**config.mk**
```make
export PLATFORM = sky130hd
export DESIGN_NAME = abrf_front
export DESIGN_NICKNAME = d
export VERILOG_FILES = /design/src/rtl/core/abrf_pkg.sv /design/src/rtl/core/abrf_front.sv
export SDC_FILE = /design/constraint.sdc
export NUM_CORES = 1
export LEC_CHECK = 0
export BUFFER_PORTS_ARGS = -buffer_cell sky130_fd_sc_hd__clkbuf_2
export CAP_MARGIN = 40
export CORE_MARGIN = 2
export CORE_UTILIZATION = 42
export CTS_CLUSTER_SIZE = 24
export DETAILED_ROUTE_END_ITERATION = 7
export PLACE_DENSITY = 0.76
export SYNTH_ARGS = -nofsm -noshare
export SYNTH_HDL_FRONTEND = slang
export SYNTH_SLANG_ARGS = --single-unit
```
**constraint.sdc**
```tcl
create_clock -name clk -period 8.3 [get_ports clk]
set_input_delay 0.415 -clock clk [delete_from_list [all_inputs] [get_ports clk]]
set_output_delay 0.415 -clock clk [all_outputs]
set_load 0.005 [all_outputs]
```
**src/rtl/core/abrf_pkg.sv**
```systemverilog
// Shared types and constants for the alpha-blend rectangle fill core.
package abrf_pkg;

    // Coordinate width: holds FRAME_WIDTH / FRAME_HEIGHT up to 4096
    localparam int COORD_W = 13;
    // Widest pixel address (4096 x 4096 frame)
    localparam int ADDR_MAX_W = 24;
    localparam int CHAN_W = 8;
    localparam int PIXEL_W = 32;
    localparam int SUM_W = 16;
    // Command queue between front and back
    localparam int QUEUE_DEPTH = 2;
    localparam int QPTR_W = 1;
    // floor(x / 255) == (x * 32897) >> 23 for every 16-bit blend sum
    localparam logic [SUM_W:0] DIV255_MUL = 17'd32897;
    localparam int DIV255_SHIFT = 23;
    localparam logic [CHAN_W-1:0] CHAN_MAX = 8'd255;

    typedef enum logic [1:0] {
        MODE_CLEAR = 2'd0,
        MODE_BLEND = 2'd1,
        MODE_READ  = 2'd2
    } mode_t;

    typedef enum logic [2:0] {
        BK_INIT,
        BK_IDLE,
        BK_CLEAR,
        BK_BLEND,
        BK_DRAIN,
        BK_READ,
        BK_RDWAIT
    } back_state_t;

    // Classified command word handed from front to back
    typedef struct packed {
        logic [1:0]            mode;
        logic [CHAN_W-1:0]     x0;
        logic [COORD_W-1:0]    x1;
        logic [CHAN_W-1:0]     y0;
        logic [COORD_W-1:0]    y1;
        logic [ADDR_MAX_W-1:0] base;
        logic [PIXEL_W-1:0]    color;
        logic                  clip;
    } cmd_t;

    typedef struct packed {
        logic full;
        logic empty;
    } fifo_stat_t;

endpackage

```
**src/rtl/core/abrf_front.sv**
```systemverilog
// Front end: takes commands, clips rectangles to the frame, queues the result.
module abrf_front #(
    parameter int FRAME_WIDTH  = 256,
    parameter int FRAME_HEIGHT = 256
) (
    input  logic                clk,
    input  logic                rst_n,
    input  logic                start,
    output logic                busy,
    input  logic [1:0]          mode,
    input  logic [7:0]          rect_left,
    input  logic [7:0]          rect_top,
    input  logic [8:0]          rect_width,
    input  logic [8:0]          rect_height,
    input  logic [7:0]          fill_red,
    input  logic [7:0]          fill_green,
    input  logic [7:0]          fill_blue,
    input  logic [7:0]          fill_alpha,
    input  logic                init_active,
    input  abrf_pkg::fifo_stat_t fifo_stat,
    output logic                push,
    output abrf_pkg::cmd_t      cmd
);

    localparam logic [abrf_pkg::COORD_W-1:0] FW_C = abrf_pkg::COORD_W'(FRAME_WIDTH);
    localparam logic [abrf_pkg::COORD_W-1:0] FH_C = abrf_pkg::COORD_W'(FRAME_HEIGHT);

    logic                           valid_reg;
    logic                           valid_next;
    abrf_pkg::cmd_t                 cmd_reg;
    abrf_pkg::cmd_t                 cmd_next;
    logic                           accept;
    logic [abrf_pkg::COORD_W-1:0]   col_end;
    logic [abrf_pkg::COORD_W-1:0]   row_end;
    logic                           rect_clip;
    logic                           read_clip;

    // Handshake: one staged word, pushed when the queue has room
    assign push   = valid_reg && !fifo_stat.full;
    assign busy   = init_active || (valid_reg && fifo_stat.full);
    assign accept = start && !busy;
    assign cmd    = cmd_reg;

    // Clip the rectangle against the frame
    always_comb
    begin
        col_end   = abrf_pkg::COORD_W'(rect_left) + abrf_pkg::COORD_W'(rect_width);
        row_end   = abrf_pkg::COORD_W'(rect_top) + abrf_pkg::COORD_W'(rect_height);
        rect_clip = (rect_width != 9'd0) && (rect_height != 9'd0) &&
                    ((col_end > FW_C) || (row_end > FH_C));
        read_clip = (abrf_pkg::COORD_W'(rect_left) >= FW_C) ||
                    (abrf_pkg::COORD_W'(rect_top) >= FH_C);

        cmd_next.mode  = mode;
        cmd_next.x0    = rect_left;
        cmd_next.y0    = rect_top;
        cmd_next.x1    = (col_end > FW_C) ? FW_C : col_end;
        cmd_next.y1    = (row_end > FH_C) ? FH_C : row_end;
        cmd_next.base  = abrf_pkg::ADDR_MAX_W'(rect_top) *
                         abrf_pkg::ADDR_MAX_W'(FRAME_WIDTH);
        cmd_next.color = {fill_alpha, fill_blue, fill_green, fill_red};
        case (abrf_pkg::mode_t'(mode))
            abrf_pkg::MODE_BLEND: cmd_next.clip = rect_clip;
            abrf_pkg::MODE_READ:  cmd_next.clip = read_clip;
            default:              cmd_next.clip = 1'b0;
        endcase

        valid_next = valid_reg;
        if (accept)
        begin
            valid_next = 1'b1;
        end
        else if (push)
        begin
            valid_next = 1'b0;
        end
    end

    always_ff @(posedge clk or negedge rst_n)
    begin
        if (!rst_n)
        begin
            valid_reg <= 1'b0;
        end
        else
        begin
            valid_reg <= valid_next;
        end
    end

    // Payload stage
    always_ff @(posedge clk)
    begin
        if (accept)
        begin
            cmd_reg <= cmd_next;
        end
    end

endmodule

```
==> results_dict.tcl, run 1 <==
set metrics [dict create \
    outcome "finished, final reports clean" \
    timing.rr.start "valid_reg$_DFFE_PN0P_" \
    whs_path_depth 1 \
    synth-warning-count 0 \
    synth_commonest_cells "71 x edfxtp_1, 30 x buf_4, 29 x nor2_1" \
    synth.top_cell.area_share_pct 64.1 \
    initial_utilization_pct 43.2 \
    gp_congestion 0.819 \
    portBuffers 153 \
    die_x_um 93.0 \
    clk_pin_slew_ns 0.08 \
    cts_buffers 9 \
    grt_max_degree 73 \
    cts_tree "yes" \
    synth_top_family_by_area "simple AND/OR/NAND/NOR gates" \
    fin_crit_ns 2.66 \
    clock.fmax_mhz 375 \
    synth_compound_area_share_pct 7.53 \
    synthTopCellsByArea "edfxtp_1 64%, buf_4 6.8%, ha_1 6.0%" \
    crit_chain "clkbuf_2, ha_1, inv_1, fa_1, nand2b_1, a21oi_1, xnor2_1, nand2_1, a2111oi_0, a41oi_1, o21a_1" \
    htreeDepth 3 \
    start_kind "primary input" \
    final_nets 490 \
    drv_cap 0 \
    reg2regPathDepth 2 \
    fin_skew_ns 0.00768 \
    syn-mean-instance-area_um2 13.9 \
    period_share_pct 32.1 \
    synth_area_leader_cell "edfxtp_1" \
    dpl.hpwl_mm 5.64 \
    rows 32 \
    min_path_type "in2reg" \
    synth-simple-area-share_pct 9.63 \
    synth_cells 240 \
    cp_max_fo 5 \
    path_class "in2reg" \
    leakage_uw 0.00189 \
    synth_seq_cells 72 \
    grt-ovfl-total 0 \
    cts_resized 0 \
    vdd_drop_max_mv 0.107 \
    drt_pass1_iterations 4 \
    drc 0 \
    detail_route.wirelength_mm 7.01 \
    cp.arrival_ns 2.75 \
    diodes 0 \
    synth.most_common_cell "edfxtp_1" \
    ys.flop_type "edfxtp_1" \
    fp.dieH_um 93.0 \
    io_pins 177 \
    power-per-cell-area_nw_per_um2 191 \
    place_ws_ns 5.33 \
    grt_pass1_wl_mm 10.2 \
    route.vias.total 2332 \
    antenna_found_initial 0 \
    worst_slew_pin_slew_ns 0.916 \
    synth-seq-area-share_pct 64.9 \
    synthMuxAreaShare_pct 0 \
    dieArea_um2 8640 \
    drtIter0Drc 70 \
    syn_area_um2 3320 \
    final_antenna_net_count 0 \
    async_flop_share_pct 1.39 \
    core_area_um2 7690 \
    cpPeakStageDelay_ns 0.42 \
    rsz0062_at_grt "false" \
    clock_sinks 72 \
    drive_above_1_share_pct 43.2 \
    clockBufferDepth 2 \
    crit_end "cmd[0]$_SDFFCE_PP0P_" \
    first_global_vias 2193 \
    relSlewSlack_pct 38.9 \
    finalWorstSetupSlack_ns 5.64 \
    areaGrowthSynthToFinish_pct 29.1 \
    r2r_slack_ns 6.53 \
    hold_viol 0 \
    startpoint "rect_top[0]" \
    synth_fa_ha_area_share_pct 7.23 \
    timing.rr.end "cmd[96]$_DFFE_PP_" \
    vias_per_cell 4.62 \
    wire_per_inst_um 13.9 \
    slowest_stage "a2111oi_0" \
    largest_reg_flops 71 \
    setup_violations 0 \
    synthXorXnorAreaFrac_pct 2.37 \
    critPathRequiredTime_ns 8.38 \
    fin_tns_setup_ns 0 \
    final_max_slew_viol_count 0 \
    track_usage_pct 15.5 \
    synth_edf_count 71 \
    insertion_delay_ns 0.33 \
    cts-root-buf "clkbuf_8" \
    synth_cell_type_count 38 \
    cp-end-kind "flop" \
]
-- cell families after synthesis --
kind of cell             count (synthesis)
XOR/XNOR                                 9
AO/OA/AOI/OAI                           33
adder cells (fa/ha/maj)                 18
buffers and inverters                   43
other                                    1
AND/OR/NAND/NOR                         64
flip-flops                              72
-- metrics by stage --
stage | cells | utilization [%] | total power [µW] | cell area [µm²] | hold slack, ns
2_1_floorplan | 263 | - | 515 | 3410 | 0.119
6_report | 505 | 55.8 | 819 | 4290 | 0.250
3_3_place_gp | 488 | 53.1 | 554 | 4080 | 0.191
4_1_cts | 505 | 55.8 | 825 | 4290 | 0.237
5_1_grt | 505 | 55.8 | 857 | 4290 | 0.230
3_5_place_dp | 488 | 53.1 | 559 | 4080 | 0.193
-- critical path, delay by kind of cell --
family          cells  cell delay (ns)
compound gates      4             1.16
fa+ha+maj           2             0.59
simple gates        2             0.25
xor+xnor            1             0.18
buf+inv             2             0.16
-- how the worst min path moves through the flow --
| stage | from | to |
|---|---|---|
| 5_1_grt | fill_blue[7] | cmd[24]$_DFFE_PP_ |
| 6_report | fill_alpha[5] | cmd[30]$_DFFE_PP_ |
| 4_1_cts | fill_alpha[5] | cmd[30]$_DFFE_PP_ |
| 3_3_place_gp | rst_n | valid_reg$_DFFE_PN0P_ |
| 3_5_place_dp | rst_n | valid_reg$_DFFE_PN0P_ |
| 2_1_floorplan | rst_n | valid_reg$_DFFE_PN0P_ |
-- placed cells by master, fill, tap and decap left out, types with 2 or more instances in the layout --
| master | instances |
|---|---|
| a21oi_2 | 3 |
| o21a_1 | 5 |
| nand3b_1 | 3 |
| fa_1 | 2 |
| nand3_1 | 2 |
| clkbuf_8 | 9 |
| edfxtp_1 | 71 |
| clkinvlp_4 | 2 |
| conb_1 | 24 |
| nor2_1 | 29 |
| nor3_1 | 8 |
| xor2_1 | 4 |
| a31oi_1 | 2 |
| xnor2_1 | 5 |
| clkinv_4 | 3 |
| a21oi_1 | 8 |
| nor4_1 | 4 |
| nor3b_1 | 2 |
| nand2b_1 | 2 |
| nor2b_1 | 9 |
| inv_1 | 13 |
| a211o_1 | 2 |
| clkbuf_2 | 153 |
| o31a_1 | 2 |
| ha_1 | 16 |
-- layer usage --
metal / GRT usage, % / vias up / part of all wire (%)
li1: - / 1147 / -
met1: 18.0 / 1073 / 41
met2: 27.1 / 106 / 50
met3: 4.51 / 6 / 8.0
met4: 5.88 / 0 / 1.2
met5: 0 / - / 0
-- power breakdown --
part	total, µW	switching (µW)	internal (µW)
Sequential	428	5.18	423
Combinational	123	68.0	55.0
Clock	268	128	140
Total	819	201	618
-- layout make-up --
cell class | count | area (µm²)
inverter | 13 | 48.8
fill | 658 | 3400
sequential | 72 | 2160
timing repair buffer | 154 | 776
clock buffer | 10 | 128
clock inverter | 6 | 71.3
multi-input combinational | 148 | 982
tap | 102 | 128
-- what timing repair did --
| item | CTS | global route |
|---|---|---|
| hold buffers | 1 | 0 |
| setup endpoints to repair | 0 | 0 |
| buffers inserted | 0 | 0 |
| hold endpoints to repair | 1 | 0 |
(Power assumes the default switching activity.)
==> run 2: changes to the inputs <==
--- a/config.mk
+++ b/config.mk
@@ -8,10 +8,10 @@
 export BUFFER_PORTS_ARGS = -buffer_cell sky130_fd_sc_hd__clkbuf_2
 export CAP_MARGIN = 40
 export CORE_MARGIN = 2
-export CORE_UTILIZATION = 42
+export CORE_UTILIZATION = 41
 export CTS_CLUSTER_SIZE = 24
 export DETAILED_ROUTE_END_ITERATION = 7
-export PLACE_DENSITY = 0.76
+export PLACE_DENSITY = 0.77
 export SYNTH_ARGS = -nofsm -noshare
 export SYNTH_HDL_FRONTEND = slang
 export SYNTH_SLANG_ARGS = --single-unit
==> constraint.sdc (replaced) <==
create_clock -name clk -period 2.3 [get_ports clk]
set_input_delay 0.115 -clock clk [delete_from_list [all_inputs] [get_ports clk]]
set_output_delay 0.115 -clock clk [all_outputs]
set_load 0.005 [all_outputs]
==> results_dict.tcl, run 2 (synthesis results as in run 1) <==
set metrics [dict create \
    outcome "finished, final reports clean" \
    fin_skew_ns 0.0102 \
    clock_sinks 72 \
    worst_slew_pin_slew_ns 0.583 \
    nFillCells 576 \
    leakage_uw 0.00221 \
    dieArea_um2 8840 \
    detail_route.wirelength_mm 8.67 \
    dpl.hpwl_mm 6.05 \
    rows 32 \
    cts-root-buf "clkbuf_8" \
    gp_congestion 0.901 \
    initial_utilization_pct 42.6 \
    cts_tree "yes" \
    core_area_um2 7810 \
    final_antenna_net_count 0 \
    min-delay-start "fifo_stat[1]" \
    rsz0062_at_grt "false" \
    whs_path_depth 2 \
    wire_per_inst_um 15.1 \
    track_usage_pct 19.1 \
    largest_reg_flops 71 \
    timing.rr.start "valid_reg$_DFFE_PN0P_" \
    reg2regPathDepth 3 \
    min_to "valid_reg$_DFFE_PN0P_" \
    grt-ovfl-total 0 \
    place_ws_ns -0.261 \
    final_nets 558 \
    insertion_delay_ns 0.34 \
    first_global_vias 2637 \
    clock.fmax_mhz 450 \
    power-per-cell-area_nw_per_um2 649 \
    drtIter0Drc 112 \
    fin_crit_ns 2.22 \
    drt_pass1_iterations 4 \
    diodes 0 \
    cp.arrival_ns 2.31 \
    grt_pass1_wl_mm 12.7 \
    final_max_slew_viol_count 0 \
    io_pins 177 \
    cts_buffers 9 \
    antenna_found_initial 0 \
    path_class "in2reg" \
    cp_max_fo 5 \
    start_kind "primary input" \
    period_share_pct 96.7 \
    areaGrowthSynthToFinish_pct 49.5 \
    utilization_pct 63.7 \
    relSlewSlack_pct 61.1 \
    portBuffers 153 \
    critPathRequiredTime_ns 2.38 \
    vdd_drop_max_mv 0.368 \
    drv_cap 0 \
    fp.dieH_um 94.0 \
    hold_viol 0 \
    final_cell_mix "153 x clkbuf_2, 71 x edfxtp_1, 49 x dlygate4sd3_1" \
    vias_per_cell 4.66 \
    clockBufferDepth 2 \
    drive_above_1_share_pct 42.9 \
    drc 0 \
    timing.rr.end "cmd[82]$_SDFFCE_PN0P_" \
    setup_violations 0 \
    grt_max_degree 46 \
    r2r_slack_ns 0.72 \
    layout_commonest_cell "clkbuf_2" \
    cp-end-kind "flop" \
    min_path_type "in2reg" \
    fin_tns_setup_ns 0 \
    clk_pin_slew_ns 0.08 \
    route.vias.total 2669 \
    die_x_um 94.0 \
    htreeDepth 3 \
    finalWorstSetupSlack_ns 0.0755 \
]
run 2: cell count changes in the layout (fill, tap and decap cells not counted), moves of 2 or more:
cell | previous run | this run
a21oi_1 | 8 | 6
clkinv_4 | 3 | 1
a21oi_2 | 3 | 5
clkinv_2 | 0 | 2
dlygate4sd3_1 | 1 | 49
buf_4 | 0 | 20
run 2: layout make-up:
| type | instances | area (µm²) | area share, % |
|---|---|---|---|
| repair buffers | 222 | 1410 | 28.3 |
| clock buffers | 9 | 124 | 2.49 |
| multi-input cells | 148 | 1010 | 20.4 |
| well taps | 102 | 128 | 2.57 |
| clock inverters | 7 | 95.1 | 1.91 |
| flip-flops and latches | 72 | 2160 | 43.4 |
| inverters | 13 | 48.8 | 0.982 |
run 2: power by group:
part           leakage (µW)  switching, µW  internal [µW]
Clock              0.000110            487            613
Combinational       0.00142            287            296
Sequential         0.000676           20.8           1520
run 2: critical path, cell delays in order:
cell and delay [ns]:
dlygate4sd3_1 0.54, clkbuf_2 0.12, ha_1 0.35, o21a_1 0.19, o31a_1 0.12, or3_1 0.42
a41oi_2 0.26, buf_4 0.16, nor2_1 0.04
run 2: worst max path at each step:
stage	from	endpoint	slack [ns]	cells past startpoint
2_1_floorplan	rect_left[0]	cmd[0]$_SDFFCE_PP0P_	0.03	10
3_3_place_gp	rect_top[0]	cmd[0]$_SDFFCE_PP0P_	-0.11	11
3_5_place_dp	rect_top[0]	cmd[0]$_SDFFCE_PP0P_	-0.26	11
4_1_cts	rect_top[5]	cmd[58]$_SDFFCE_PN0P_	0.007	10
5_1_grt	rect_top[5]	cmd[60]$_SDFFCE_PN0P_	0.001	9
6_report	rect_top[5]	cmd[58]$_SDFFCE_PN0P_	0.08	9
run 2: timing repair:
action                                  4_1_cts  5_1_grt
gates resized for setup                       0        6
hold endpoints to repair                     49        0
setup buffers                                 0        0
endpoints found under the setup margin        0        5
hold buffers                                 49        0
run 2: routing by layer:
layer	track usage [%]	vias up	part of all wire [%]
met5	0	-	0
met2	35.1	136	53
li1	-	1279	-
met3	3.61	14	6.8
met4	7.00	0	1.6
met1	22.0	1240	38
run 2: per-stage QoR:
| step | cells | total power (µW) | area (µm²) | hold WS (ns) |
|---|---|---|---|---|
| global placement | 508 | 2060 | 4240 | -0.109 |
| floorplan | 263 | 1860 | 3420 | -0.181 |
| global route | 573 | 3370 | 4970 | 0.0220 |
| finish | 573 | 3230 | 4970 | 0.0280 |
| detailed placement | 508 | 2070 | 4240 | -0.106 |
| CTS | 573 | 3220 | 4950 | 0.00762 |
==> run 3: changes to the inputs <==
--- a/config.mk
+++ b/config.mk
@@ -8,10 +8,12 @@
 export BUFFER_PORTS_ARGS = -buffer_cell sky130_fd_sc_hd__clkbuf_2
 export CAP_MARGIN = 40
 export CORE_MARGIN = 2
-export CORE_UTILIZATION = 41
+export CORE_UTILIZATION = 42
 export CTS_CLUSTER_SIZE = 24
 export DETAILED_ROUTE_END_ITERATION = 7
-export PLACE_DENSITY = 0.77
+export PLACE_DENSITY = 0.76
+export REMOVE_ABC_BUFFERS = 1
+export SLEW_MARGIN = 20
 export SYNTH_ARGS = -nofsm -noshare
 export SYNTH_HDL_FRONTEND = slang
 export SYNTH_SLANG_ARGS = --single-unit
==> constraint.sdc (replaced) <==
create_clock -name clk -period 2.35 [get_ports clk]
set_input_delay 0.1175 -clock clk [delete_from_list [all_inputs] [get_ports clk]]
set_output_delay 0.1175 -clock clk [all_outputs]
set_load 0.005 [all_outputs]
==> results_dict.tcl, run 3 (synthesis results as in run 1) <==
set metrics [dict create \
    vdd_drop_max_mv 0.291 \
    diodes 0 \
    fin_crit_ns 2.25 \
    insertion_delay_ns 0.33 \
    cts-root-buf "clkbuf_8" \
    dpl.hpwl_mm 5.73 \
    fin_skew_ns 0.00592 \
    drv_cap 0 \
    whs_ns 0.0289 \
    vias_per_cell 4.56 \
    cp-end-kind "flop" \
    slowest_stage "dlygate4sd3_1" \
    final_max_slew_viol_count 0 \
    cts_tree "yes" \
    grt_pass1_wl_mm 12.0 \
    areaGrowthSynthToFinish_pct 49.3 \
    detail_route.wirelength_mm 8.00 \
    initial_utilization_pct 43.2 \
    drt_pass1_iterations 5 \
    cpPeakStageDelay_ns 0.54 \
    gp_congestion 0.827 \
    place_ws_ns -0.188 \
    layout_commonest_cell "clkbuf_2" \
    clk_pin_slew_ns 0.08 \
    largest_reg_flops 71 \
    rows 32 \
    portBuffers 153 \
    clock_sinks 72 \
    core_area_um2 7690 \
    power-per-cell-area_nw_per_um2 634 \
    finalWorstSetupSlack_ns 0.0974 \
    rsz0062_at_grt "false" \
    cts_buffers 9 \
    cp.arrival_ns 2.34 \
    drive_above_1_share_pct 41.4 \
    grt_max_degree 44 \
    finalInstanceArea_um2 4960 \
    min_path_type "in2reg" \
    leakage_uw 0.00219 \
    dpl_cell_area_um2 4210 \
    first_global_vias 2562 \
    htreeDepth 3 \
    utilization_pct 64.6 \
    hold_viol 0 \
    drc 0 \
    die_x_um 93.0 \
    final_cell_mix "153 x clkbuf_2, 71 x edfxtp_1, 51 x dlygate4sd3_1" \
    clock.fmax_mhz 444 \
    final_nets 556 \
    drtIter0Drc 80 \
    setup_violations 0 \
    cp_max_fo 5 \
    critPathRequiredTime_ns 2.44 \
    start_kind "primary input" \
    antenna_found_initial 0 \
    clockBufferDepth 2 \
    io_pins 177 \
    wire_per_inst_um 14.0 \
    crit_chain "dlygate4sd3_1, clkbuf_2, ha_1, nor2b_1, a311o_1, a21oi_2, a32o_1, a41oi_2, o21a_1" \
    post_cts_buffers 0 \
    outcome "finished, final reports clean" \
    route.vias.total 2603 \
    path_class "in2reg" \
    dieArea_um2 8640 \
    final_antenna_net_count 0 \
    track_usage_pct 17.9 \
    grt-ovfl-total 0 \
    fp.dieH_um 93.0 \
    period_share_pct 95.9 \
]
==> run 3: cell types whose count changed in the layout (fill, tap and decap cells not counted), sizes merged <==
cell | previous run | this run
clkinvlp | 1 | 2
buf | 20 | 16
dlygate4sd3 | 49 | 51
clkbuf | 162 | 163
clkinv | 3 | 1
==> run 3: timing repair <==
item                       CTS  global route
setup endpoints to repair    0            12
hold endpoints to repair    51             0
hold buffers                51             0
resized for setup            0             6
==> run 3: critical path: cells and delay by family <==
| kind | cells | cell delay (ns) |
|---|---|---|
| AO/OA/AOI/OAI | 5 | 1.05 |
| adder cells (fa/ha/maj) | 1 | 0.36 |
| buffers and inverters | 2 | 0.66 |
| AND/OR/NAND/NOR | 1 | 0.16 |
==> run 3: area by class of cell <==
class / instances / area [µm²]
Fill cell: 612 / 2720
Timing Repair Buffer: 220 / 1410
Multi-Input combinational cell: 148 / 1000
Inverter: 13 / 48.8
Tap cell: 102 / 128
Clock buffer: 10 / 128
Clock inverter: 6 / 92.6
Sequential cell: 72 / 2160
==> run 3: metal layers <==
| metal | routed length (µm) | part of all wire [%] | vias to the layer above | GRT usage (%) |
|---|---|---|---|---|
| li1 | - | - | 1276 | - |
| met1 | 3310 | 41 | 1183 | 21.6 |
| met2 | 3990 | 50 | 132 | 31.0 |
| met3 | 562 | 7.0 | 12 | 3.38 |
| met4 | 141 | 1.8 | 0 | 8.46 |
| met5 | 0 | 0 | - | 0 |
==> run 3: metrics by stage <==
step           std cells  power, µW  setup TNS [ns]
6_report             571       3150               0
5_1_grt              571       3290               0
4_1_cts              571       3170               0
3_5_place_dp         504       2020           -1.44
3_3_place_gp         504       2000          -0.496
2_1_floorplan        233       1790          -22.51
==> run 3: worst paths after layout <==
kind                       slack (ns)             startpoint                    end  depth (start not counted)
max                               0.1            rect_top[5]   cmd[0]$_SDFFCE_PP0P_                          9
min                              0.03           fifo_stat[1]  valid_reg$_DFFE_PN0P_                          2
max reg2reg                      0.70  valid_reg$_DFFE_PN0P_  cmd[86]$_SDFFCE_PN1P_                          3
min reg2reg                      0.51  valid_reg$_DFFE_PN0P_  valid_reg$_DFFE_PN0P_                          1
max in group asynchronous        2.17                  rst_n  valid_reg$_DFFE_PN0P_                          2
min in group asynchronous        0.10                  rst_n  valid_reg$_DFFE_PN0P_                          2
==> run 3: where the power goes <==
group | switching (µW) | internal [µW]
combinational | 274 | 287
clock | 471 | 604
sequential | 18.7 | 1490
