## config.mk

```make
export PLATFORM = sky130hd
export DESIGN_NAME = abrf_cmd_fifo
export DESIGN_NICKNAME = d
export VERILOG_FILES = /design/src/rtl/core/abrf_pkg.sv /design/src/rtl/core/abrf_cmd_fifo.sv
export SDC_FILE = /design/constraint.sdc
export NUM_CORES = 1
export LEC_CHECK = 0
export BUFFER_PORTS_ARGS = -buffer_cell sky130_fd_sc_hd__buf_2
export CORE_ASPECT_RATIO = 0.5
export CORE_MARGIN = 5
export CORE_UTILIZATION = 25
export DETAILED_ROUTE_END_ITERATION = 16
export PLACE_DENSITY_LB_ADDON = 0.08
export SLEW_MARGIN = 20
export SYNTH_ARGS = -nofsm -noshare
export SYNTH_HDL_FRONTEND = slang
export SYNTH_SLANG_ARGS = --single-unit
```

## constraint.sdc

```tcl
create_clock -name clk -period 6.3 [get_ports clk]
set_input_delay 1.26 -clock clk [delete_from_list [all_inputs] [get_ports clk]]
set_output_delay 1.26 -clock clk [all_outputs]
set_load 0.03 [all_outputs]
```

## src/rtl/core/abrf_pkg.sv

```systemverilog
// Shared types and constants for the alpha-blend rectangle fill core.
package abrf_pkg;

    // Coordinate width: holds FRAME_WIDTH / FRAME_HEIGHT up to 4096
    localparam int COORD_W = 13;
    // Widest pixel address (4096 x 4096 frame)
    localparam int ADDR_MAX_W = 24;
    localparam int CHAN_W = 8;
    localparam int PIXEL_W = 32;
    localparam int SUM_W = 16;
    // Command queue between front and back
    localparam int QUEUE_DEPTH = 2;
    localparam int QPTR_W = 1;
    // floor(x / 255) == (x * 32897) >> 23 for every 16-bit blend sum
    localparam logic [SUM_W:0] DIV255_MUL = 17'd32897;
    localparam int DIV255_SHIFT = 23;
    localparam logic [CHAN_W-1:0] CHAN_MAX = 8'd255;

    typedef enum logic [1:0] {
        MODE_CLEAR = 2'd0,
        MODE_BLEND = 2'd1,
        MODE_READ  = 2'd2
    } mode_t;

    typedef enum logic [2:0] {
        BK_INIT,
        BK_IDLE,
        BK_CLEAR,
        BK_BLEND,
        BK_DRAIN,
        BK_READ,
        BK_RDWAIT
    } back_state_t;

    // Classified command word handed from front to back
    typedef struct packed {
        logic [1:0]            mode;
        logic [CHAN_W-1:0]     x0;
        logic [COORD_W-1:0]    x1;
        logic [CHAN_W-1:0]     y0;
        logic [COORD_W-1:0]    y1;
        logic [ADDR_MAX_W-1:0] base;
        logic [PIXEL_W-1:0]    color;
        logic                  clip;
    } cmd_t;

    typedef struct packed {
        logic full;
        logic empty;
    } fifo_stat_t;

endpackage

```

## src/rtl/core/abrf_cmd_fifo.sv

```systemverilog
// Two-entry command queue between front and back ends.
module abrf_cmd_fifo (
    input  logic                 clk,
    input  logic                 rst_n,
    input  logic                 push,
    input  abrf_pkg::cmd_t       wr_cmd,
    input  logic                 pop,
    output abrf_pkg::cmd_t       rd_cmd,
    output abrf_pkg::fifo_stat_t stat
);

    abrf_pkg::cmd_t                entry_reg [abrf_pkg::QUEUE_DEPTH];
    logic [abrf_pkg::QPTR_W-1:0]   wr_ptr_reg;
    logic [abrf_pkg::QPTR_W-1:0]   wr_ptr_next;
    logic [abrf_pkg::QPTR_W-1:0]   rd_ptr_reg;
    logic [abrf_pkg::QPTR_W-1:0]   rd_ptr_next;
    logic [abrf_pkg::QPTR_W:0]     count_reg;
    logic [abrf_pkg::QPTR_W:0]     count_next;

    assign stat.full  = (count_reg == (abrf_pkg::QPTR_W + 1)'(abrf_pkg::QUEUE_DEPTH));
    assign stat.empty = (count_reg == '0);
    assign rd_cmd     = entry_reg[rd_ptr_reg];

    // Pointer and count update
    always_comb
    begin
        wr_ptr_next = wr_ptr_reg;
        rd_ptr_next = rd_ptr_reg;
        count_next  = count_reg;
        if (push)
        begin
            wr_ptr_next = wr_ptr_reg + 1'b1;
        end
        if (pop)
        begin
            rd_ptr_next = rd_ptr_reg + 1'b1;
        end
        if (push && !pop)
        begin
            count_next = count_reg + 1'b1;
        end
        else if (pop && !push)
        begin
            count_next = count_reg - 1'b1;
        end
    end

    always_ff @(posedge clk or negedge rst_n)
    begin
        if (!rst_n)
        begin
            wr_ptr_reg <= '0;
            rd_ptr_reg <= '0;
            count_reg  <= '0;
        end
        else
        begin
            wr_ptr_reg <= wr_ptr_next;
            rd_ptr_reg <= rd_ptr_next;
            count_reg  <= count_next;
        end
    end

    // Entry storage
    always_ff @(posedge clk)
    begin
        if (push)
        begin
            entry_reg[wr_ptr_reg] <= wr_cmd;
        end
    end

    a_no_overflow: assert property (@(posedge clk) disable iff (!rst_n)
        push |-> !stat.full)
        else $error("command queue overflow");

    a_no_underflow: assert property (@(posedge clk) disable iff (!rst_n)
        pop |-> !stat.empty)
        else $error("command queue underflow");

    a_count_step: assert property (@(posedge clk) disable iff (!rst_n)
        (push && !pop) |=> (count_reg == $past(count_reg) + 1'b1))
        else $error("queue count did not follow push");

endmodule

```

==> results of run 1 <==
==> layout make-up <==
cell class,count,share of cell area
sequential,206,0.622
multi-input combinational,112,0.154
timing repair buffer,212,0.110
clock buffer,32,0.0582
tap,423,0.0534
clock inverter,4,0.00177
inverter,1,0.000379
==> layout by cell type, fill, tap and decap left out, types with 2 or more instances in the layout <==
cell,count
clkinv_2,2
clkinv_1,2
buf_2,207
xor2_1,4
mux2_4,80
buf_4,4
mux2_2,21
edfxtp_1,202
nor2_1,2
clkbuf_1,10
clkbuf_16,21
dfrtp_1,3
==> metrics by stage <==
step,instances,util
5_1_grt,990,0.325
6_report,990,0.325
3_5_place_dp,954,0.305
3_3_place_gp,954,0.305
4_1_cts,990,0.325
2_1_floorplan,330,-
==> power by group through the flow <==
stage / sequential, uW / clock (uW) / combinational (uW)
after CTS: 1980 / 1180 / 1790
after detailed placement: 2010 / 0 / 1780
after floorplan: 1930 / 0 / 1400
after global placement: 2000 / 0 / 1790
final: 1970 / 1120 / 1730
after global routing: 2000 / 1250 / 1830
==> cells by family after synthesis <==
| family | Yosys count | share of synthesized area |
|---|---|---|
| mux | 101 | 0.184 |
| buf+inv | 12 | 0.0143 |
| xor+xnor | 5 | 0.00562 |
| simple gates | 5 | 0.00337 |
| flops | 206 | 0.791 |
| fa+ha+maj | 1 | 0.00160 |
==> routing by layer <==
metal	track usage	vias to the layer above	part of all wire
met5	0	-	0
met4	0.0237	0	0.023
met3	0.0252	27	0.037
met2	0.176	63	0.55
met1	0.109	1927	0.39
li1	-	1756	-
==> worst register-to-register path, cell delays in order (launching register included) <==
cell,delay [ns]
dfrtp_4,1.05
buf_12,0.48
xor2_1,0.21
==> worst paths after layout <==
path | end | slack (ns) | depth (start not counted)
min in group asynchronous | count_reg[1]$_DFFE_PN0P_ | 0.57 | 1
max | rd_cmd[81] | 2.41 | 3
min reg2reg | count_reg[1]$_DFFE_PN0P_ | 0.49 | 1
min | count_reg[1]$_DFFE_PN0P_ | 0.49 | 1
max reg2reg | rd_ptr_reg$_DFFE_PN0P_ | 4.48 | 2
max in group asynchronous | rd_ptr_reg$_DFFE_PN0P_ | 5.59 | 1
==> results by group, run 1 <==
STA
  • Worst setup margin: 2.41 ns
  • Clock skew: 0.00779 ns
  • Fmax: 0.257 GHz
  • Slew @ Worst Pin: around 1.0 ns
  • Final period util: 0.617
  • Final hold vios: 0
  • Max-slew violation count: 0
  • Setup_tns: 0 ns
  • Min cycle time layout: 3.89 ns
  • Hold slack: 0.494 ns
  • RSZ-0062 raised after global routing: no
  • Worst rel slew slack: 0.326
  • Setup violations, final: 0

GRT
  • Largest net degree at the start of global routing: 53
  • First-pass GRT wire length: about 25 mm
  • Overflow after GRT: 0
  • Initial antenna violation count: 0
  • Vias in the first global route: 3952
  • GR Util All Layers: 0.0944

Pwr
  • Power per cell area: between 400 and 500 mW/mm^2
  • Tot Pwr: 4830 uW
  • Sw Share: 0.352
  • Worst VDD drop: around 0.00029 V
  • Leak: between 0.003 and 0.004 uW
  • Psw: 1700 uW
  • Flop pwr share: 0.409
  • Pint: 3130 uW
  • Clock network power share: 0.232
  • Logic pwr share: 0.359

Run
  • Max cap viols: 0

Critical path
  • Worst setup path class: register to output port
  • Worst r2r src: rd_ptr_reg$_DFFE_PN0P_
  • Crit path cell chain: buf_12 -> mux2_2 -> buf_2
  • CP max stage delay: approximately 1.1 ns
  • Critical Path RT: 5.04 ns
  • Crit. Startpoint: rd_ptr_reg$_DFFE_PN0P_
  • Cell family with most CP delay: flip-flops
  • CP max FO: 52
  • Arr. time, crit path: 2.63 ns
  • Buf/Inv on CP: 2
  • Setup crit start kind: register
  • Slowest CP cell: dfrtp_4
  • Critical Path End Type: output port

Synth
  • Seq cells post-synth: 206
  • Synth area leaders: edfxtp_1, mux2_4, mux2_2, dfrtp_1, buf_6
  • Post-synth cell types: 14
  • Area leader, netlist: edfxtp_1
  • Part of the Yosys area used for sequential elements: 0.791
  • Top cell type's share of synthesized area: 0.778
  • Async set-reset flop share out of synthesis: 0.0194
  • Syn Nets: 436
  • EDFF count, synth: 202
  • Post-synth top cells: edfxtp_1, mux2_4, mux2_2, buf_6
  • Cell with the most instances after synthesis: edfxtp_1
  • Cells after Synth: 330
  • Syn Area/Cell: about 24 um^2
  • Synth Cell Area: around 0.008 mm^2
  • Top_reg_cell synth: edfxtp_1
  • Yosys warning total: 0

Place
  • Pre-CTS setup slack: 2.86 ns
  • Placer congestion estimate: 0.664
  • IO buf count: 207
  • Post-DP HPWL: 11.3 mm
  • Dpl cell area: 0.00932 mm^2

CTS
  • CTS tree: yes
  • Post-CTS Resized: 0
  • Clk sinks: 206
  • Clk slew on worst S/H paths: approximately 0.06 ns
  • Hold_buf cts: 0
  • Post CTS Setup Buffer Count: 0
  • Root Buffer Master: clkbuf_16
  • H-tree depth: 1
  • CTS Buf Count: 21
  • Clk_lat worst skew: 0.49 ns
  • Max Root-Sink Buffers: 3

Layout
  • Layout cells sized above 1: 0.600
  • Multi-input logic area: around 0.0015 mm^2
  • Fill cells: roughly 3100
  • Final #Nets: 660
  • Register area: 0.00617 mm^2
  • Post-route cell area: 0.00991 mm^2
  • Antenna Diode Count: 0
  • Max reg flops: 202
  • Layout area overhead: 27.1%

Run status
  • Status: finished, final reports clean

Drt
  • Detailed Routing Iterations Pass 1: 4
  • Total Wirelength: 17.3 mm
  • Post-route DRC: 0
  • Antenna Violating Nets Remaining: 0
  • Vias: between 3000 and 4000
  • Routed len/inst: around 17 um
  • Drt via density: 3.81
  • DRT iter0 DRCs: 156

Die
  • Starting density of the core: 0.256
  • Io pins: between 200 and 250
  • Core area: 0.0305 mm^2
  • Die area: 0.0350 mm^2
  • Die width: approximately 260 um
  • Num rows: 45
  • Die height: 135 um

Min path
  • Hold crit path type: register to register
  • Beginning of the worst hold path: count_reg[1]$_DFFE_PN0P_
(Power assumes the default switching activity.)
==> run 2: changes to the inputs <==
Settings changed: ABC_AREA set to 1.
Clock period 6.3 ns to 3.4 ns, I/O delays scaled along.
==> run 2 against run 1 <==
Compared with the run above:
- clock skew is 0.0019 ns higher
- die area is 0.24% higher
- sequential power is 81% higher
- via count grew 2.2%
- combinational power grew 94%
- worst hold slack got worse by 0.13 ns
- sequential share of layout area decreased by 0.69 points
==> results by group, run 2 <==
STA
  • RSZ-0062 raised after global routing: no
  • Worst rel slew slack: 0.487 (+0.161)
  • Final hold vios: 0 (unchanged)
  • Setup violations, final: 0 (unchanged)
  • Slew @ Worst Pin: 0.770 ns (-0.242 ns)
  • Worst setup margin: 0.520 ns (-1.89 ns)
  • Max-slew violation count: 0 (unchanged)
  • Min cycle time layout: 2.88 ns
  • Final period util: 0.847
  • Setup_tns: 0 ns (unchanged)
  • Fmax: around 0.35 GHz
  • Clock skew: 0.00971 ns (+0.00193 ns)

GRT
  • Largest net degree at the start of global routing: 53 (unchanged)
  • Vias in the first global route: 4157 (+5.2%)
  • Overflow after GRT: 0 (unchanged)
  • Initial antenna violation count: 1 (+1)
  • GR Util All Layers: 0.0973 (+0.00290)
  • First-pass GRT wire length: 25.8 mm (+2.9%)

CTS
  • CTS Buf Count: 21 (unchanged)
  • Max Root-Sink Buffers: 3 (unchanged)
  • H-tree depth: 1 (unchanged)
  • Root Buffer Master: clkbuf_16
  • Post CTS Setup Buffer Count: 0 (unchanged)
  • Clk slew on worst S/H paths: 0.06 ns (about the same)
  • Clk_lat worst skew: 0.50 ns (about the same)
  • Clk sinks: 206 (unchanged)
  • CTS tree: yes

Layout
  • Max reg flops: 202 (unchanged)
  • Final #Nets: 674 (+2.1%)
  • Antenna Diode Count: 0 (unchanged)
  • Fin util: 0.328 (+0.00304)
  • Commonest non-fill, non-tap cells in the layout: buf_2, edfxtp_1, mux2_4
  • Post-route cell area: 0.0100 mm^2 (+1.1%)
  • Fill cells: 3013 (-1.7%)
  • Layout area overhead: 28.2%
  • Layout cells sized above 1: 0.595 (-0.00482)
  • Most common cell after layout, fill and taps aside: buf_2

Synth
  • Part of the Yosys area used for sequential elements: 0.789 (-0.00202)
  • Top_reg_cell synth: edfxtp_1
  • Post-synth top cells: edfxtp_1, mux2_4, mux2_2, buf_6, inv_1
  • Cell with the most instances after synthesis: edfxtp_1
  • Syn Area/Cell: 23.1 um^2 (-2.4%)
  • EDFF count, synth: 202 (unchanged)
  • Top cell type's share of synthesized area: 0.776 (-0.00199)
  • Async set-reset flop share out of synthesis: 0.0194 (unchanged)
  • Seq cells post-synth: 206 (unchanged)
  • Syn Nets: 445 (+2.1%)
  • Synth Cell Area: 0.00782 mm^2 (+0.26%)
  • Area leader, netlist: edfxtp_1
  • Yosys warning total: 0 (unchanged)
  • Cells after Synth: 339 (+2.7%)
  • Synth area leaders: edfxtp_1, mux2_4, mux2_2, dfrtp_1, buf_6
  • Post-synth cell types: 15 (+1)

Drt
  • DRT iter0 DRCs: 131 (-16%)
  • Drt via density: 3.85 (+0.90%)
  • Post-route DRC: 0 (unchanged)
  • Routed len/inst: 17.8 um (+1.6%)
  • Top Layer Used: met5
  • Total Wirelength: 17.8 mm (+2.9%)
  • Routed wl met3: 782 um (+21%)
  • M1 wire length: 6.76 mm (+1.1%)
  • Vias: 3857 (+2.2%)
  • Detailed Routing Iterations Pass 1: 4 (unchanged)
  • Antenna Violating Nets Remaining: 0 (unchanged)
  • Routed wl met2: 9.89 mm (+3.0%)

Run
  • Max cap viols: 0 (unchanged)

Critical path
  • Slowest CP cell: dfrtp_4
  • CP max FO: 22 (-58%)
  • Arr. time, crit path: 2.20 ns (-0.43 ns)
  • Worst setup path class: register to output port
  • Crit path cell chain: buf_4 -> mux2_2 -> buf_2
  • Critical Path End Type: output port
  • Setup crit start kind: register
  • CP max stage delay: 0.73 ns (-0.32 ns)
  • Critical Path RT: 2.72 ns (-2.32 ns)

Place
  • IO buf count: 207 (unchanged)
  • Post-DP HPWL: 11.9 mm (+5.5%)
  • Pre-CTS setup slack: 1.03 ns (-1.83 ns)
  • Dpl cell area: 0.00941 mm^2 (+0.94%)
  • Placer congestion estimate: 0.684 (+3.0%)

Die
  • Starting density of the core: 0.256 (about the same)
  • Core area: 0.0306 mm^2 (+0.18%)
  • Die area: 0.0351 mm^2 (+0.24%)
  • Die width: 260 um (+0.12%)
  • Die height: 135 um (+0.12%)
  • Io pins: 208 (unchanged)
  • Num rows: 45 (unchanged)

Pwr
  • Power per cell area: 905 mW/mm^2 (+86%)
  • Worst VDD drop: 0.000275 V (-4.6%)
  • Leak: 0.00394 uW (+1.8%)

Run status
  • Status: finished, final reports clean

Min path
  • Hold crit path type: input pin to register
-- run 2: changes by cell type after synthesis, sizes merged --
cell / previous run / this run
and2: 1 / 0
nand4: 0 / 1
nand3: 0 / 1
xor2: 4 / 2
nor2b: 2 / 0
nor2: 2 / 3
nand2: 0 / 5
inv: 1 / 7
-- run 2: kinds of logic (layout without fill, tap and decap cells) --
| logic type | after synthesis | after routing | synth area share |
|---|---|---|---|
| fa+ha+maj | 1 | 1 | 0.00160 |
| mux | 101 | 101 | 0.184 |
| flops | 206 | 206 | 0.789 |
| xor+xnor | 3 | 3 | 0.00336 |
| simple gates | 10 | 10 | 0.00528 |
| buf+inv | 18 | 259 | 0.0171 |
-- run 2: final cells by class --
cell class / instances / area [um^2] / area share
clock buffers: 26 / 544 / 0.0543
clock inverters: 9 / 63.8 / 0.00637
inverters: 7 / 28.8 / 0.00287
multi-input cells: 115 / 1530 / 0.152
flip-flops and latches: 206 / 6170 / 0.615
well taps: 423 / 529 / 0.0528
repair buffers: 217 / 1160 / 0.116
-- run 2: power by group --
part,internal [uW],switching [uW],total [uW]
combinational,1290,2060,3350
sequential,3370,195,3570
clock,1200,950,2150
total,5870,3200,9070
-- run 2: per-stage QoR --
step           power, uW  instances  hold WS (ns)
3_5_place_dp        7090        967         0.490
6_report            9070       1003         0.363
4_1_cts             9310       1003         0.324
5_1_grt             9540       1003         0.329
2_1_floorplan       6150        339         0.384
3_3_place_gp        7080        967         0.480
-- run 2: layer usage --
layer | vias to the layer above | GRT usage
met2 | 64 | 0.184
li1 | 1794 | -
met1 | 1968 | 0.109
met5 | - | 0
met4 | 2 | 0.0240
met3 | 29 | 0.0271
-- run 2: what timing repair did --
item,in CTS,in global routing
gates resized for setup,0,0
hold buffers,1,0
hold endpoints to repair,4,0
-- run 2: critical path, delay by kind of cell (launching register included) --
kind,cells,cell delay [ns]
buf+inv,2,0.57
flops,1,0.73
mux,1,0.38
-- run 2: final timing paths --
path	start	end	slack, ns	cells past startpoint
max in group asynchronous	rst_n	count_reg[0]$_DFFE_PN0P_	2.72	2
min	pop	rd_ptr_reg$_DFFE_PN0P_	0.36	2
min in group asynchronous	rst_n	rd_ptr_reg$_DFFE_PN0P_	0.54	2
max	rd_ptr_reg$_DFFE_PN0P_	rd_cmd[76]	0.52	3
min reg2reg	count_reg[1]$_DFFE_PN0P_	count_reg[1]$_DFFE_PN0P_	0.50	2
max reg2reg	wr_ptr_reg$_DFFE_PN0P_	entry_reg[1][73]$_DFFE_PP_	1.76	3
==> run 3: changes to the inputs <==
Clock period 3.4 ns to 2.5 ns, I/O delays scaled along.
==> run 3 against run 2 <==
Compared with the run above:
- core utilization increased by 0.070 points
- worst setup slack got worse by 0.43 ns
- sequential cell count unchanged
- final area increased by 0.21%
- largest power group unchanged
- total power increased by 37%
- routed wire length decreased by 2.2%
- clock skew decreased by 0.0017 ns
- combinational power increased by 38%
- sequential power increased by 33%
- worst hold slack got worse by 0.18 ns
- register-to-register slack got worse by 0.69 ns
- sequential share of layout area decreased by 0.13 points
==> results by group, run 3 (synthesis results as in run 2) <==
Run status
  • Status: finished, final reports clean

Critical path
  • Setup crit start kind: register
  • Critical Path RT: 2.00 ns (-0.72 ns)
  • Worst r2r src: wr_ptr_reg$_DFFE_PN0P_
  • Reg-to-reg endpoint: entry_reg[0][35]$_DFFE_PP_
  • Arr. time, crit path: 1.91 ns (-0.29 ns)
  • R2R Setup Slk: 1.07 ns (-0.69 ns)
  • CP max FO: 54 (+150%)
  • FF-to-FF path depth: 2 (-1)
  • Critical Path End Type: output port
  • Worst setup path class: register to output port

Pwr
  • Worst VDD drop: 0.000600 V (+120%)
  • Leak: 0.00393 uW (-0.28%)
  • Power per cell area: 1230 mW/mm^2 (+36%)
  • Tot Pwr: 12400 uW (+37%)

STA
  • Min cycle time layout: between 2 and 2.5 ns
  • Final hold vios: 0 (unchanged)
  • Fmax: 0.415 GHz
  • Clock skew: 0.00800 ns (-0.00172 ns)
  • RSZ-0062 raised after global routing: no
  • Final period util: 0.963
  • Worst rel slew slack: 0.642 (+0.156)
  • Setup_tns: 0 ns (unchanged)
  • Worst setup margin: 0.0920 ns (-0.429 ns)
  • Slew @ Worst Pin: 0.536 ns (-0.233 ns)
  • Max-slew violation count: 0 (unchanged)
  • Hold slack: 0.188 ns (-0.175 ns)
  • Setup violations, final: 0 (unchanged)

Min path
  • Beginning of the worst hold path: wr_cmd[23]
  • Hold Crit Endpoint: entry_reg[1][23]$_DFFE_PP_
  • Hold crit path type: input pin to register
  • Hold depth: 1 (-1)

GRT
  • GR Util All Layers: 0.0948 (-0.00254)
  • First-pass GRT wire length: 25.2 mm (-2.1%)
  • Overflow after GRT: 0 (unchanged)
  • Vias in the first global route: 4108 (-1.2%)
  • Initial antenna violation count: 1 (unchanged)
  • Largest net degree at the start of global routing: 70 (+32%)

Drt
  • Drt via density: 3.83 (-0.47%)
  • Total Wirelength: 17.4 mm (-2.2%)
  • Vias: 3835 (-0.57%)
  • DRT iter0 DRCs: 188 (+44%)
  • Detailed Routing Iterations Pass 1: 4 (unchanged)
  • Antenna Violating Nets Remaining: 0 (unchanged)
  • Post-route DRC: 0 (unchanged)
  • Routed len/inst: 17.4 um (-2.1%)

Place
  • Pre-CTS setup slack: 0.593 ns (-0.441 ns)
  • Post-DP HPWL: 11.5 mm (-3.6%)
  • IO buf count: 207 (unchanged)
  • Placer congestion estimate: 0.697 (+2.0%)

CTS
  • Clk slew on worst S/H paths: 0.07 ns (about the same)
  • CTS tree: yes
  • CTS Buf Count: 20 (-4.8%)
  • Clk_lat worst skew: 0.49 ns (about the same)
  • Max Root-Sink Buffers: 3 (unchanged)
  • H-tree depth: 1 (unchanged)
  • Clk sinks: 206 (unchanged)
  • Post CTS Setup Buffer Count: 0 (unchanged)
  • Root Buffer Master: clkbuf_16

Die
  • Num rows: 45 (unchanged)
  • Die width: 260 um (unchanged)
  • Core area: 0.0306 mm^2 (unchanged)
  • Die area: 0.0351 mm^2 (unchanged)
  • Starting density of the core: 0.256 (unchanged)
  • Die height: 135 um (unchanged)
  • Io pins: 208 (unchanged)

Layout
  • Layout cells sized above 1: 0.595 (about the same)
  • Fill cells: 3006 (-0.23%)
  • Fin util: 0.329 (+0.000696)
  • Max reg flops: 202 (unchanged)
  • Commonest non-fill, non-tap cells in the layout: buf_2, edfxtp_1, mux2_4
  • Layout area overhead: 28.5%
  • Most common cell after layout, fill and taps aside: buf_2
  • Final #Nets: 670 (-0.59%)

Run
  • Max cap viols: 0 (unchanged)
## run 3: cell types whose count changed in the layout (fill, tap and decap cells not counted), sizes merged
cell | previous run | this run
clkinv | 8 | 7
diode | 0 | 1
clkinvlp | 0 | 3
inv | 7 | 6
bufinv | 1 | 2
buf | 216 | 213
clkbuf | 26 | 25
## run 3: worst max-delay path, stage by stage, from the launching register on
cell	delay (ns)
dfrtp_4	0.44
buf_12	0.33
mux2_2	0.40
buf_2	0.18
## run 3: worst max path at each step
stage	startpoint	endpoint	slack (ns)	cells after the start
final	rd_ptr_reg$_DFFE_PN0P_	rd_cmd[92]	0.09	3
after global routing	rd_ptr_reg$_DFFE_PN0P_	rd_cmd[92]	0.003	3
after CTS	rd_ptr_reg$_DFFE_PN0P_	rd_cmd[92]	0.04	3
after detailed placement	rd_ptr_reg$_DFFE_PN0P_	rd_cmd[92]	0.59	3
after global placement	rd_ptr_reg$_DFFE_PN0P_	rd_cmd[87]	0.62	3
after floorplan	push	entry_reg[1][0]$_DFFE_PP_	0.04	2
## run 3: metal layers
layer	vias to the layer above	GRT usage	part of all wire
met5	-	0	0
met4	0	0.0270	0.025
met3	25	0.0235	0.036
met2	65	0.183	0.57
met1	1959	0.103	0.37
li1	1786	-	-
## run 3: timing repair
action                    CTS  global route
hold endpoints to repair    4             0
hold buffers                1             0
gates resized for setup     0             0
## run 3: power breakdown
part           internal (uW)  switching (uW)
Clock                   1740            1260
Combinational           1740            2890
Sequential              4590             175
## run 3: final cells by class
class,count,area (um^2),share of cell area
sequential,206,6170,0.614
multi-input combinational,115,1530,0.152
timing repair buffer,214,1140,0.114
clock buffer,25,541,0.0538
tap,423,529,0.0527
clock inverter,11,108,0.0107
inverter,7,30.0,0.00299
antenna,1,2.50,0.000249
## run 3: stage by stage
step,instance area (um^2),std cells
2_1_floorplan,7830,339
3_3_place_gp,9390,964
3_5_place_dp,9390,964
4_1_cts,10000,1001
5_1_grt,10000,1002
6_report,10000,1002
